$ cat config.mk
export PLATFORM = sky130hd
export DESIGN_NAME = c_subset_tokenizer
export DESIGN_NICKNAME = d
export VERILOG_FILES = /design/src/design/ctok_pkg.sv /design/src/design/ctok_lexer.sv /design/src/design/ctok_outq.sv /design/src/design/c_subset_tokenizer.sv
export SDC_FILE = /design/constraint.sdc
export NUM_CORES = 1
export LEC_CHECK = 0
export BUFFER_PORTS_ARGS = -buffer_cell sky130_fd_sc_hd__buf_2
export CAP_MARGIN = 15
export CORE_MARGIN = 3
export CORE_UTILIZATION = 60
export DETAILED_ROUTE_END_ITERATION = 16
export GPL_ROUTABILITY_DRIVEN = 1
export GPL_TIMING_DRIVEN = 0
export PLACE_DENSITY_LB_ADDON = 0.1
export SLEW_MARGIN = 40
export SYNTH_ARGS = -nofsm -noshare
export SYNTH_HDL_FRONTEND = slang
export SYNTH_HIERARCHICAL = 1
export SYNTH_SLANG_ARGS = --single-unit
$ cat constraint.sdc
create_clock -name i_clk -period 3.9 [get_ports i_clk]
set_input_delay 0.78 -clock i_clk [delete_from_list [all_inputs] [get_ports i_clk]]
set_output_delay 0.78 -clock i_clk [all_outputs]
set_load 0.1 [all_outputs]
$ cat src/design/ctok_pkg.sv
`default_nettype none
// ----------------------------------------------------------------------------
// ctok_pkg: shared types and constants of the C subset tokenizer
// Holds the lexer mode codes, the character codes and the result record type.
// ----------------------------------------------------------------------------
package ctok_pkg;

    // Lexer modes
    localparam logic [2:0] M_IDLE  = 3'd0;
    localparam logic [2:0] M_WORD  = 3'd1;
    localparam logic [2:0] M_OP    = 3'd2;
    localparam logic [2:0] M_SQ    = 3'd3;
    localparam logic [2:0] M_DQ    = 3'd4;
    localparam logic [2:0] M_SLASH = 3'd5;
    localparam logic [2:0] M_CBODY = 3'd6;
    localparam logic [2:0] M_CSTAR = 3'd7;

    // Character codes
    localparam logic [7:0] CH_TAB   = 8'd9;
    localparam logic [7:0] CH_LF    = 8'd10;
    localparam logic [7:0] CH_SPACE = 8'h20;
    localparam logic [7:0] CH_BANG  = 8'h21;
    localparam logic [7:0] CH_DQ    = 8'h22;
    localparam logic [7:0] CH_AMP   = 8'h26;
    localparam logic [7:0] CH_SQ    = 8'd39;
    localparam logic [7:0] CH_STAR  = 8'h2A;
    localparam logic [7:0] CH_SLASH = 8'h2F;
    localparam logic [7:0] CH_ZERO  = 8'h30;
    localparam logic [7:0] CH_NINE  = 8'h39;
    localparam logic [7:0] CH_LT    = 8'h3C;
    localparam logic [7:0] CH_EQ    = 8'h3D;
    localparam logic [7:0] CH_GT    = 8'h3E;
    localparam logic [7:0] CH_UNDER = 8'h5F;
    localparam logic [7:0] CH_LC_A  = 8'h61;
    localparam logic [7:0] CH_LC_Z  = 8'h7A;
    localparam logic [7:0] CH_BAR   = 8'h7C;
    localparam logic [7:0] CH_NUL   = 8'h00;

    // Result queue geometry
    localparam int Q_DEPTH = 4;
    localparam int Q_AW    = 2;
    localparam int Q_CW    = 3;

    typedef struct packed {
        logic [7:0] out_char;
        logic       token_start;
        logic       text_ended;
        logic       unterminated;
        logic       last;
    } t_result;

    function automatic logic is_word(input logic [7:0] c);
        is_word = (c >= CH_LC_A && c <= CH_LC_Z) || (c >= CH_ZERO && c <= CH_NINE)
                  || (c == CH_UNDER);
    endfunction

    function automatic logic is_op(input logic [7:0] c);
        is_op = (c == CH_LT) || (c == CH_EQ) || (c == CH_GT) || (c == CH_BAR)
                || (c == CH_AMP) || (c == CH_BANG);
    endfunction

    function automatic logic is_space(input logic [7:0] c);
        is_space = (c == CH_SPACE) || (c == CH_TAB) || (c == CH_LF);
    endfunction

endpackage
`default_nettype wire

$ cat src/design/ctok_lexer.sv
`default_nettype none
// ----------------------------------------------------------------------------
// ctok_lexer: one-step tokenizer logic
// From the current mode and one input word, forms up to two results and the
// next mode.
// ----------------------------------------------------------------------------
module ctok_lexer (
    input  wire logic [2:0]       i_mode,
    input  wire logic [7:0]       i_ch,
    input  wire logic             i_eot,
    output logic [1:0]            o_count,
    output ctok_pkg::t_result     o_res0,
    output ctok_pkg::t_result     o_res1,
    output logic [2:0]            o_next_mode
);

    logic               bt_emit;
    logic [2:0]         bt_mode;
    ctok_pkg::t_result  chr_cont;
    ctok_pkg::t_result  chr_start;
    ctok_pkg::t_result  slash_tok;
    ctok_pkg::t_result  r0;
    ctok_pkg::t_result  r1;
    logic [1:0]         cnt;

    // Start of a token: what the byte opens and whether it is kept
    always_comb begin
        bt_emit = 1'b1;
        bt_mode = ctok_pkg::M_IDLE;
        if (ctok_pkg::is_space(i_ch)) begin
            bt_emit = 1'b0;
        end else if (i_ch == ctok_pkg::CH_SLASH) begin
            bt_emit = 1'b0;
            bt_mode = ctok_pkg::M_SLASH;
        end else if (ctok_pkg::is_word(i_ch)) begin
            bt_mode = ctok_pkg::M_WORD;
        end else if (ctok_pkg::is_op(i_ch)) begin
            bt_mode = ctok_pkg::M_OP;
        end else if (i_ch == ctok_pkg::CH_SQ) begin
            bt_mode = ctok_pkg::M_SQ;
        end else if (i_ch == ctok_pkg::CH_DQ) begin
            bt_mode = ctok_pkg::M_DQ;
        end
    end

    assign chr_cont  = '{out_char: i_ch, token_start: 1'b0, text_ended: 1'b0,
                         unterminated: 1'b0, last: 1'b0};
    assign chr_start = '{out_char: i_ch, token_start: 1'b1, text_ended: 1'b0,
                         unterminated: 1'b0, last: 1'b0};
    assign slash_tok = '{out_char: ctok_pkg::CH_SLASH, token_start: 1'b1, text_ended: 1'b0,
                         unterminated: 1'b0, last: 1'b0};

    always_comb begin
        r0          = chr_start;
        r1          = chr_start;
        cnt         = 2'd0;
        o_next_mode = i_mode;
        if (i_eot) begin
            o_next_mode = ctok_pkg::M_IDLE;
            if (i_mode == ctok_pkg::M_SLASH) begin
                r0  = slash_tok;
                r1  = '{out_char: ctok_pkg::CH_NUL, token_start: 1'b0, text_ended: 1'b1,
                        unterminated: 1'b0, last: 1'b0};
                cnt = 2'd2;
            end else begin
                r0  = '{out_char: ctok_pkg::CH_NUL, token_start: 1'b0, text_ended: 1'b1,
                        unterminated: (i_mode == ctok_pkg::M_SQ) || (i_mode == ctok_pkg::M_DQ)
                                      || (i_mode == ctok_pkg::M_CBODY)
                                      || (i_mode == ctok_pkg::M_CSTAR),
                        last: 1'b0};
                cnt = 2'd1;
            end
        end else begin
            unique case (i_mode) inside
                ctok_pkg::M_WORD, ctok_pkg::M_OP: begin
                    if ((i_mode == ctok_pkg::M_WORD) ? ctok_pkg::is_word(i_ch)
                                                     : ctok_pkg::is_op(i_ch)) begin
                        r0  = chr_cont;
                        cnt = 2'd1;
                    end else begin
                        cnt         = {1'b0, bt_emit};
                        o_next_mode = bt_mode;
                    end
                end
                ctok_pkg::M_SQ, ctok_pkg::M_DQ: begin
                    r0  = chr_cont;
                    cnt = 2'd1;
                    if ((i_mode == ctok_pkg::M_SQ && i_ch == ctok_pkg::CH_SQ) ||
                        (i_mode == ctok_pkg::M_DQ && i_ch == ctok_pkg::CH_DQ)) begin
                        o_next_mode = ctok_pkg::M_IDLE;
                    end
                end
                ctok_pkg::M_SLASH: begin
                    if (i_ch == ctok_pkg::CH_STAR) begin
                        o_next_mode = ctok_pkg::M_CSTAR;
                    end else begin
                        // flush the held slash, then handle the byte afresh
                        r0          = slash_tok;
                        cnt         = bt_emit ? 2'd2 : 2'd1;
                        o_next_mode = bt_mode;
                    end
                end
                ctok_pkg::M_CBODY: begin
                    if (i_ch == ctok_pkg::CH_STAR) begin
                        o_next_mode = ctok_pkg::M_CSTAR;
                    end
                end
                ctok_pkg::M_CSTAR: begin
                    if (i_ch == ctok_pkg::CH_SLASH) begin
                        o_next_mode = ctok_pkg::M_IDLE;
                    end else if (i_ch != ctok_pkg::CH_STAR) begin
                        o_next_mode = ctok_pkg::M_CBODY;
                    end
                end
                default: begin
                    cnt         = {1'b0, bt_emit};
                    o_next_mode = bt_mode;
                end
            endcase
        end
        // mark the final result of this word
        if (cnt == 2'd1) begin
            r0.last = 1'b1;
        end
        if (cnt == 2'd2) begin
            r1.last = 1'b1;
        end
    end

    assign o_count = cnt;
    assign o_res0  = r0;
    assign o_res1  = r1;

endmodule
`default_nettype wire

$ cat src/design/ctok_outq.sv
`default_nettype none
// ----------------------------------------------------------------------------
// ctok_outq: result queue
// Four-entry queue taking up to two results per cycle and giving one.
// ----------------------------------------------------------------------------
module ctok_outq (
    input  wire logic                          i_clk,
    input  wire logic                          i_rst_n,
    input  wire logic [1:0]                    i_push_cnt,
    input  wire ctok_pkg::t_result             i_res0,
    input  wire ctok_pkg::t_result             i_res1,
    input  wire logic                          i_pop,
    output logic [ctok_pkg::Q_CW-1:0]          o_count,
    output ctok_pkg::t_result                  o_head
);

    ctok_pkg::t_result              r_mem [ctok_pkg::Q_DEPTH];
    logic [ctok_pkg::Q_AW-1:0]      r_wr_ptr;
    logic [ctok_pkg::Q_AW-1:0]      r_rd_ptr;
    logic [ctok_pkg::Q_CW-1:0]      r_count;
    logic [ctok_pkg::Q_AW-1:0]      n_wr_ptr;
    logic [ctok_pkg::Q_CW-1:0]      n_count;
    logic                           pop_ok;

    assign pop_ok   = i_pop && (r_count != '0);
    assign n_wr_ptr = r_wr_ptr + ctok_pkg::Q_AW'(i_push_cnt);
    assign n_count  = r_count + ctok_pkg::Q_CW'(i_push_cnt) - ctok_pkg::Q_CW'(pop_ok);

    always_ff @(posedge i_clk) begin
        if (i_push_cnt != 2'd0) begin
            r_mem[r_wr_ptr] <= i_res0;
        end
        if (i_push_cnt == 2'd2) begin
            r_mem[r_wr_ptr + ctok_pkg::Q_AW'(1)] <= i_res1;
        end
    end

    always_ff @(posedge i_clk) begin
        if (!i_rst_n) begin
            r_wr_ptr <= '0;
            r_rd_ptr <= '0;
            r_count  <= '0;
        end else begin
            r_wr_ptr <= n_wr_ptr;
            r_count  <= n_count;
            if (pop_ok) begin
                r_rd_ptr <= r_rd_ptr + ctok_pkg::Q_AW'(1);
            end
        end
    end

    assign o_count = r_count;
    assign o_head  = r_mem[r_rd_ptr];

endmodule
`default_nettype wire

$ cat src/design/c_subset_tokenizer.sv
`default_nettype none
// Flow: an accepted word is held in the input register and lexed; its results
//   enter the result queue once it has room, and its head drives the output.
// Throughput: one input word per cycle while not stalled; the result queue
//   drains one result per unstalled cycle, soaking up the flushed-slash pair.
// Reset: synchronous, active low; the lexer returns to between-tokens, the
//   input register and the result queue come up empty.
// ----------------------------------------------------------------------------
// c_subset_tokenizer: streaming tokenizer for a small C subset
// Splits a byte stream into tokens, echoing each kept byte with a
// token-start flag and closing with an end-of-text result.
// ----------------------------------------------------------------------------
module c_subset_tokenizer (
    input  wire logic       i_clk,
    input  wire logic       i_rst_n,
    // input channel
    input  wire logic       i_valid,
    output logic            o_stall,
    input  wire logic [7:0] i_ch,
    input  wire logic       i_end_of_text,
    // output channel
    output logic            o_valid,
    input  wire logic       i_stall,
    output logic [7:0]      o_out_char,
    output logic            o_token_start,
    output logic            o_text_ended,
    output logic            o_unterminated,
    output logic            o_last
);

    // Input register: hold one word until the lexer can take it
    logic                         r_in_valid;
    logic [7:0]                   r_ch;
    logic                         r_eot;
    // Lexer mode (between tokens, in a run, in a literal, held slash, comment)
    logic [2:0]                   r_mode;

    logic [1:0]                   lex_count;
    ctok_pkg::t_result            lex_res0;
    ctok_pkg::t_result            lex_res1;
    logic [2:0]                   lex_next_mode;
    logic [ctok_pkg::Q_CW-1:0]    q_count;
    ctok_pkg::t_result            q_head;
    logic                         pop;
    logic                         room;
    logic                         take;
    logic [1:0]                   push_cnt;

    ctok_lexer u_lexer (
        .i_mode      (r_mode),
        .i_ch        (r_ch),
        .i_eot       (r_eot),
        .o_count     (lex_count),
        .o_res0      (lex_res0),
        .o_res1      (lex_res1),
        .o_next_mode (lex_next_mode)
    );

    // Advance the held word only if the queue has room for two results after
    // this cycle's pop; a single flush per word never overruns four entries.
    assign pop  = o_valid && !i_stall;
    assign room = (q_count <= ctok_pkg::Q_CW'(2)) || ((q_count == ctok_pkg::Q_CW'(3)) && pop);
    assign take = r_in_valid && room;
    assign push_cnt = take ? lex_count : 2'd0;

    ctok_outq u_outq (
        .i_clk      (i_clk),
        .i_rst_n    (i_rst_n),
        .i_push_cnt (push_cnt),
        .i_res0     (lex_res0),
        .i_res1     (lex_res1),
        .i_pop      (pop),
        .o_count    (q_count),
        .o_head     (q_head)
    );

    // Stall the source only while a word is held that cannot advance
    assign o_stall = r_in_valid && !room;

    always_ff @(posedge i_clk) begin
        if (!i_rst_n) begin
            r_in_valid <= 1'b0;
            r_mode     <= ctok_pkg::M_IDLE;
        end else begin
            if (!o_stall) begin
                r_in_valid <= i_valid;
            end
            if (take) begin
                r_mode <= lex_next_mode;
            end
        end
    end

    // Payload of the input register: load on accept, hold otherwise
    always_ff @(posedge i_clk) begin
        if (i_valid && !o_stall) begin
            r_ch  <= i_ch;
            r_eot <= i_end_of_text;
        end
    end

    // Drive the output word from the head of the queue
    assign o_valid        = (q_count != '0);
    assign o_out_char     = q_head.out_char;
    assign o_token_start  = q_head.token_start;
    assign o_text_ended   = q_head.text_ended;
    assign o_unterminated = q_head.unterminated;
    assign o_last         = q_head.last;

    // The queue never holds more than its depth
    a_q_bound: assert property (@(posedge i_clk) disable iff (!i_rst_n)
        q_count <= ctok_pkg::Q_CW'(ctok_pkg::Q_DEPTH))
        else $error("result queue overrun");

    // End of text always returns the lexer to between tokens
    a_eot_idle: assert property (@(posedge i_clk) disable iff (!i_rst_n)
        (take && r_eot) |=> (r_mode == ctok_pkg::M_IDLE))
        else $error("mode not cleared after end of text");

    // The source is stalled only while a word is held
    a_stall_held: assert property (@(posedge i_clk) disable iff (!i_rst_n)
        o_stall |-> r_in_valid)
        else $error("stall without held word");

    // The end result is always the final result of its word
    a_end_last: assert property (@(posedge i_clk) disable iff (!i_rst_n)
        (o_valid && o_text_ended) |-> o_last)
        else $error("end result not marked last");

endmodule
`default_nettype wire

Yosys cells after proc, flatten, opt, wreduce, memory -nomap -nowiden
Memories as Yosys holds them, arrays and structs flattened. A register that Yosys moved wholly into a read port is not among the register bits. Cells that the tools add are included.

Flip-flop bits (word level): 20. Memory bits (writable): 48. Input port bits: 13. Output and inout port bits: 14. Word-level logic and storage cells: 120. Memories: 1.

$add $sub $neg: 5. $lt $le $gt $ge: 5. Equality and inequality tests: 30. Multiplexer cells: 39. Reduce and logical (&&, ||, !) cells: 33.

Memories: u_outq.r_mem (words 4, width 12, rd ports 1, clocked after Yosys merged registers in 1, write ports 2, line ctok_outq.sv:17) `ctok_pkg::t_result r_mem [ctok_pkg::Q_DEPTH];`.

Operators by type and width (number): 8-bit by 6-bit equality test with 1-bit output, second input constant (10); 12-bit two-way mux (4); 3-bit two-way mux (13); 12-bit case mux with 3 select lines (1); 8-bit by 4-bit equality test with 1-bit output, second input constant (2); 8-bit by 7-bit equality test with 1-bit output, second input constant (2); 3-bit case mux with 5 select lines (1); 1-bit logical OR (14); 2-bit two-way mux (7); 3-bit equality test, second input constant (4); 1-bit logical AND (10); 1-bit two-way mux (10); 10-bit two-way mux (1); 3-bit by 2-bit equality test with 1-bit output, second input constant (3); 8-bit by 6-bit greater-or-equal comparator with 1-bit output, second input constant (1); 8-bit by 7-bit greater-or-equal comparator with 1-bit output, second input constant (1); 8-bit by 6-bit less-or-equal comparator with 1-bit output, second input constant (1); 8-bit by 7-bit less-or-equal comparator with 1-bit output, second input constant (1); 8-bit by 6-bit != test with 1-bit output, second input constant (1); 2-bit case mux with 4 select lines (1); 3-bit != test, second input constant (2); 2-bit OR reduction (3); 5-bit AND reduction (1); 2-bit by 1-bit adder with 2-bit output, second input constant (2); 13 further kinds (16).

Longest topological paths before layout
Word-level depth: 14. Depth in mapped cells: 14. Mapped depth without buffers: 13.

Modules after synthesis
Netlist, hierarchy kept.

By module, submodules not included: ctok_outq (times used 1, cells an instance 163, area each 2965.3 µm², sequential area each 1621.6 µm²); ctok_lexer (times used 1, cells an instance 118, area each 706.9 µm², sequential area each 0.0 µm²); c_subset_tokenizer (times used 1, cells an instance 31, area each 489.2 µm², sequential area each 350.3 µm²).

Worst setup path before layout
No wires, ideal clock.

Path type: register -> register. Start point: reg r_ch[2]. End point: mem u_outq/r_mem[0][0] (netlist bit), enable pin. Library setup time: 0.400 ns. Arrival time: 2.893 ns. Required time: 3.500 ns. Slack: 0.607 ns. Stages on the path, launching flop included: 10. Path buffers: 1. Clock period less this slack: 3.293 ns. Cell sequence: edfxtp_1 -> clkbuf_1 -> nor3b_1 -> and2_1 -> o21ai_0 -> a21o_1 -> a221oi_1 -> and2_2 -> nor2_1 -> o31ai_1.

RTL lines: start: declaration (line c_subset_tokenizer.sv:33) `logic [7:0] r_ch;`; start signal: assignment (line c_subset_tokenizer.sv:97) `r_ch <= i_ch;`; end: declaration (line ctok_outq.sv:17).

==> run_results.csv <==
group,metric,value,unit
sta,clock.fmax,0.281,GHz
floorplan,die-area,0.00797,mm2
placement,routabilityCongestion,0.927,
synthesis,synth-seq-area-share,47.4,%
critical_path,regToRegStartpoint,"r_ch[0]$_DFFE_PP_",
synthesis,synth_flop_cell,"edfxtp_1",
sta,finalCritPeriodShare,91.3,%
floorplan,start_util,63.7,%
detailed_routing,dr.pass1.iters,4,
critical_path,slowest_delay,0.56,ns
global_route,grt_usage,21.9,%
detailed_routing,wl_per_cell,18.5,um
detailed_routing,totalWireLength,7980,um
sta,setup-violations-final,0,
pwr,power_frac_seq,41.5,%
synthesis,yosysMostFrequentCell,"edfxtp_1",
synthesis,ys_ff_latch,70,
synthesis,synth_edf_count,57,
placement,post-place-ws,0.231,ns
placement,numPortBuffers,26,
synthesis,synth-async-reset-ratio,0,%
synthesis,netlist_area,0.00416,mm2
detailed_routing,ant_nets,0,
clock_network,cts_setup_buffers,0,
clock_network,numCtsBuffers,9,
sta,slew_headroom,49.2,%
clock_network,cts.sinks,70,
worst_hold_path,hp-start,"r_mode[0]$_SDFFE_PN0P_",
clock_network,ctsRootBufferMaster,"clkbuf_8",
floorplan,io_pins,27,
synthesis,synth.area.top_cells,"edfxtp_1 (41%), mux2_4 (10%), mux4_2 (6.5%)",
pwr,p_sw_share,34.7,%
detailed_routing,dr_total_vias,2576,
floorplan,die_w,89.3,um
critical_path,cp_cell_sequence,"clkbuf_1 > nor3b_2 > and2_1 > o21ai_0 > a2111oi_0 > a221oi_1 > and2_2 > and4bb_4 > buf_12 > o21bai_2",
floorplan,floorplan.rows,29,
global_route,grt_max_degree,17,
critical_path,critPathBufInv,2,
finish,layout-drive-gt1-share,34.4,%
pwr,clkPwrFrac,29.2,%
critical_path,critical_path_class,"reg -> reg",
clock_network,clock_path_buffers,2,
critical_path,cp_max_fo,12,
synthesis,synthTopCellsByCount,"edfxtp_1 (57), mux2_4 (28), nand2_1 (19)",
clock_network,clk_latency,0.35,ns
clock_network,cts_tree,"yes",
detailed_routing,dr.first_iter.drc_count,133,
sta,hold_violations,0,
finish,nFillCells,464,
finish,n_antenna_cell,0,
critical_path,critPathTopFamily,"simple AND/OR/NAND/NOR gates",
job,max_cap_violations,0,
sta,finalMaxSlewViolations,0,
synthesis,synth_top_cell_area_share,41.1,%
critical_path,required,3.88,ns
worst_hold_path,hold_path.class,"reg -> reg",
synthesis,syn-instance-count,312,
pwr,power_frac_comb,29.3,%
floorplan,fp.dieH,89.3,um
global_route,grt_pass1_vias,2540,
critical_path,end_kind,"register",
placement,dp.final_hpwl,5470,um
floorplan,core-area,0.00653,mm2
pwr,switching_power,0.000758,W
pwr,p_int,0.00142,W
sta,worstMarginPinSlew,0.762,ns
sta,layout_setup_ws,0.341,ns
critical_path,critPathLaunch,"r_ch[0]$_DFFE_PP_",
detailed_routing,drcViolationCount,0,
synthesis,syn_nets,330,
global_route,antenna_found_initial,0,
synthesis,netlist.top_cell.by_area,"edfxtp_1",
global_route,grt_pass1_wl,12800,um
synthesis,yosys_warnings,6,
detailed_routing,vias_per_cell,5.96,
pwr,power.leakage,1.71,nW
sta,rsz0062_at_grt,"no",
critical_path,crit_path_top_delay_cell,"a2111oi_0",
pwr,irDropWorstVdd,0.504,mV
finish,num-nets-final,368,
global_route,grt-ovfl-total,0,
critical_path,start_kind,"register",
sta,fin_skew,0.00755,ns
critical_path,cp.arrival,3.54,ns
outcome,outcome,"complete, no violations",
pwr,power_density,470,mW/mm2
synthesis,syn_avg_cell_area,13.3,um2
finish,fin_util,71.1,%
pwr,p_total,0.00218,W
finish,syn_to_final_growth,11.5,%
synthesis,synth_cell_types,65,
clock_network,htree_levels,3,
clock_network,clk_pin_slew,0.07,ns
sta,min_period,3.56,ns
==> power groups by stage <==
stage	clock network [W]	logic [W]	registers [W]
6_report	0.000637	0.000639	0.000907
2_1_floorplan	0	0.000554	0.000909
3_3_place_gp	0	0.000627	0.000920
5_1_grt	0.000672	0.000681	0.000914
3_5_place_dp	0	0.000641	0.000922
4_1_cts	0.000644	0.000643	0.000906
==> area by class of cell <==
type	instances	area (um2)	area share (%)
multi-input cells	214	2060	44.4
flip-flops and latches	70	1970	42.5
repair buffers	27	141	3.05
clock buffers	9	124	2.67
plain buffers	19	123	2.64
well taps	77	96.3	2.08
clock inverters	7	88.8	1.91
inverters	9	33.8	0.728
==> worst min-delay path, stage by stage (launching register included) <==
cell and delay, ns:
dfxtp_1 0.32, nand2_1 0.06, mux2i_1 0.06
==> final timing paths <==
path | to | slack, ns | depth (start not counted)
setup / recovery | u_outq/r_mem[2][5]$_DFFE_PP_ | 0.34 | 10
hold / removal | r_mode[0]$_SDFFE_PN0P_ | 0.49 | 2
setup reg to reg | u_outq/r_mem[2][5]$_DFFE_PP_ | 0.34 | 10
hold reg to reg | r_mode[0]$_SDFFE_PN0P_ | 0.49 | 2
==> registers in the layout, indices dropped and copies added, names as in the netlist, named ones only <==
signal and flops:
u_outq/r_rd_ptr 2, r_mode 3, u_outq/r_mem 48, r_ch 8, u_outq/o_count 3, u_outq/r_wr_ptr 2, r_in_valid 1, r_eot 1
==> metal layers <==
layer	vias to the layer above	routed length (um)	GRT usage [%]
met5	-	0	0
met4	0	238	8.93
met3	24	307	5.62
met2	65	3840	35.4
met1	1226	3600	28.2
li1	1261	-	-
==> kinds of logic (layout without fill, tap and decap cells) <==
group	Yosys count	in the layout	synth area share, %
flops	70	70	47.4
other cells	1	1	0.0901
fa+ha+maj	5	5	1.68
buf+inv	28	71	3.76
simple gates	97	97	14.9
xor+xnor	2	2	1.08
mux	68	68	24.0
compound gates	41	41	7.13
==> layout by cell type, fill, tap and decap left out, drive strengths merged, types with 4 or more instances in the layout <==
| cell | instances |
|---|---|
| nand2b | 5 |
| mux4 | 12 |
| mux2i | 7 |
| inv | 9 |
| nand2 | 19 |
| edfxtp | 57 |
| nor2b | 11 |
| buf | 37 |
| ha | 4 |
| nand3 | 4 |
| mux2 | 49 |
| nor2 | 10 |
| dfxtp | 13 |
| o21ai | 10 |
| and2 | 19 |
| clkinv | 4 |
| o21a | 4 |
| clkbuf | 18 |
==> stage by stage <==
step	instance area (um2)	cells	TNS, ns	hold slack [ns]
6_report	4640	432	0	0.486
5_1_grt	4640	432	0	0.521
4_1_cts	4630	432	0	0.488
3_5_place_dp	4420	416	0	0.478
3_3_place_gp	4390	415	-4.79	0.467
2_1_floorplan	4160	312	0	0.449
==> what timing repair did <==
action / 4_1_cts / 5_1_grt
endpoints found under the setup margin: 0 / 12
hold buffers: 0 / 0
gates resized for setup: 0 / 1
endpoints found under the hold margin: 0 / 0
(Power assumes the default switching activity.)
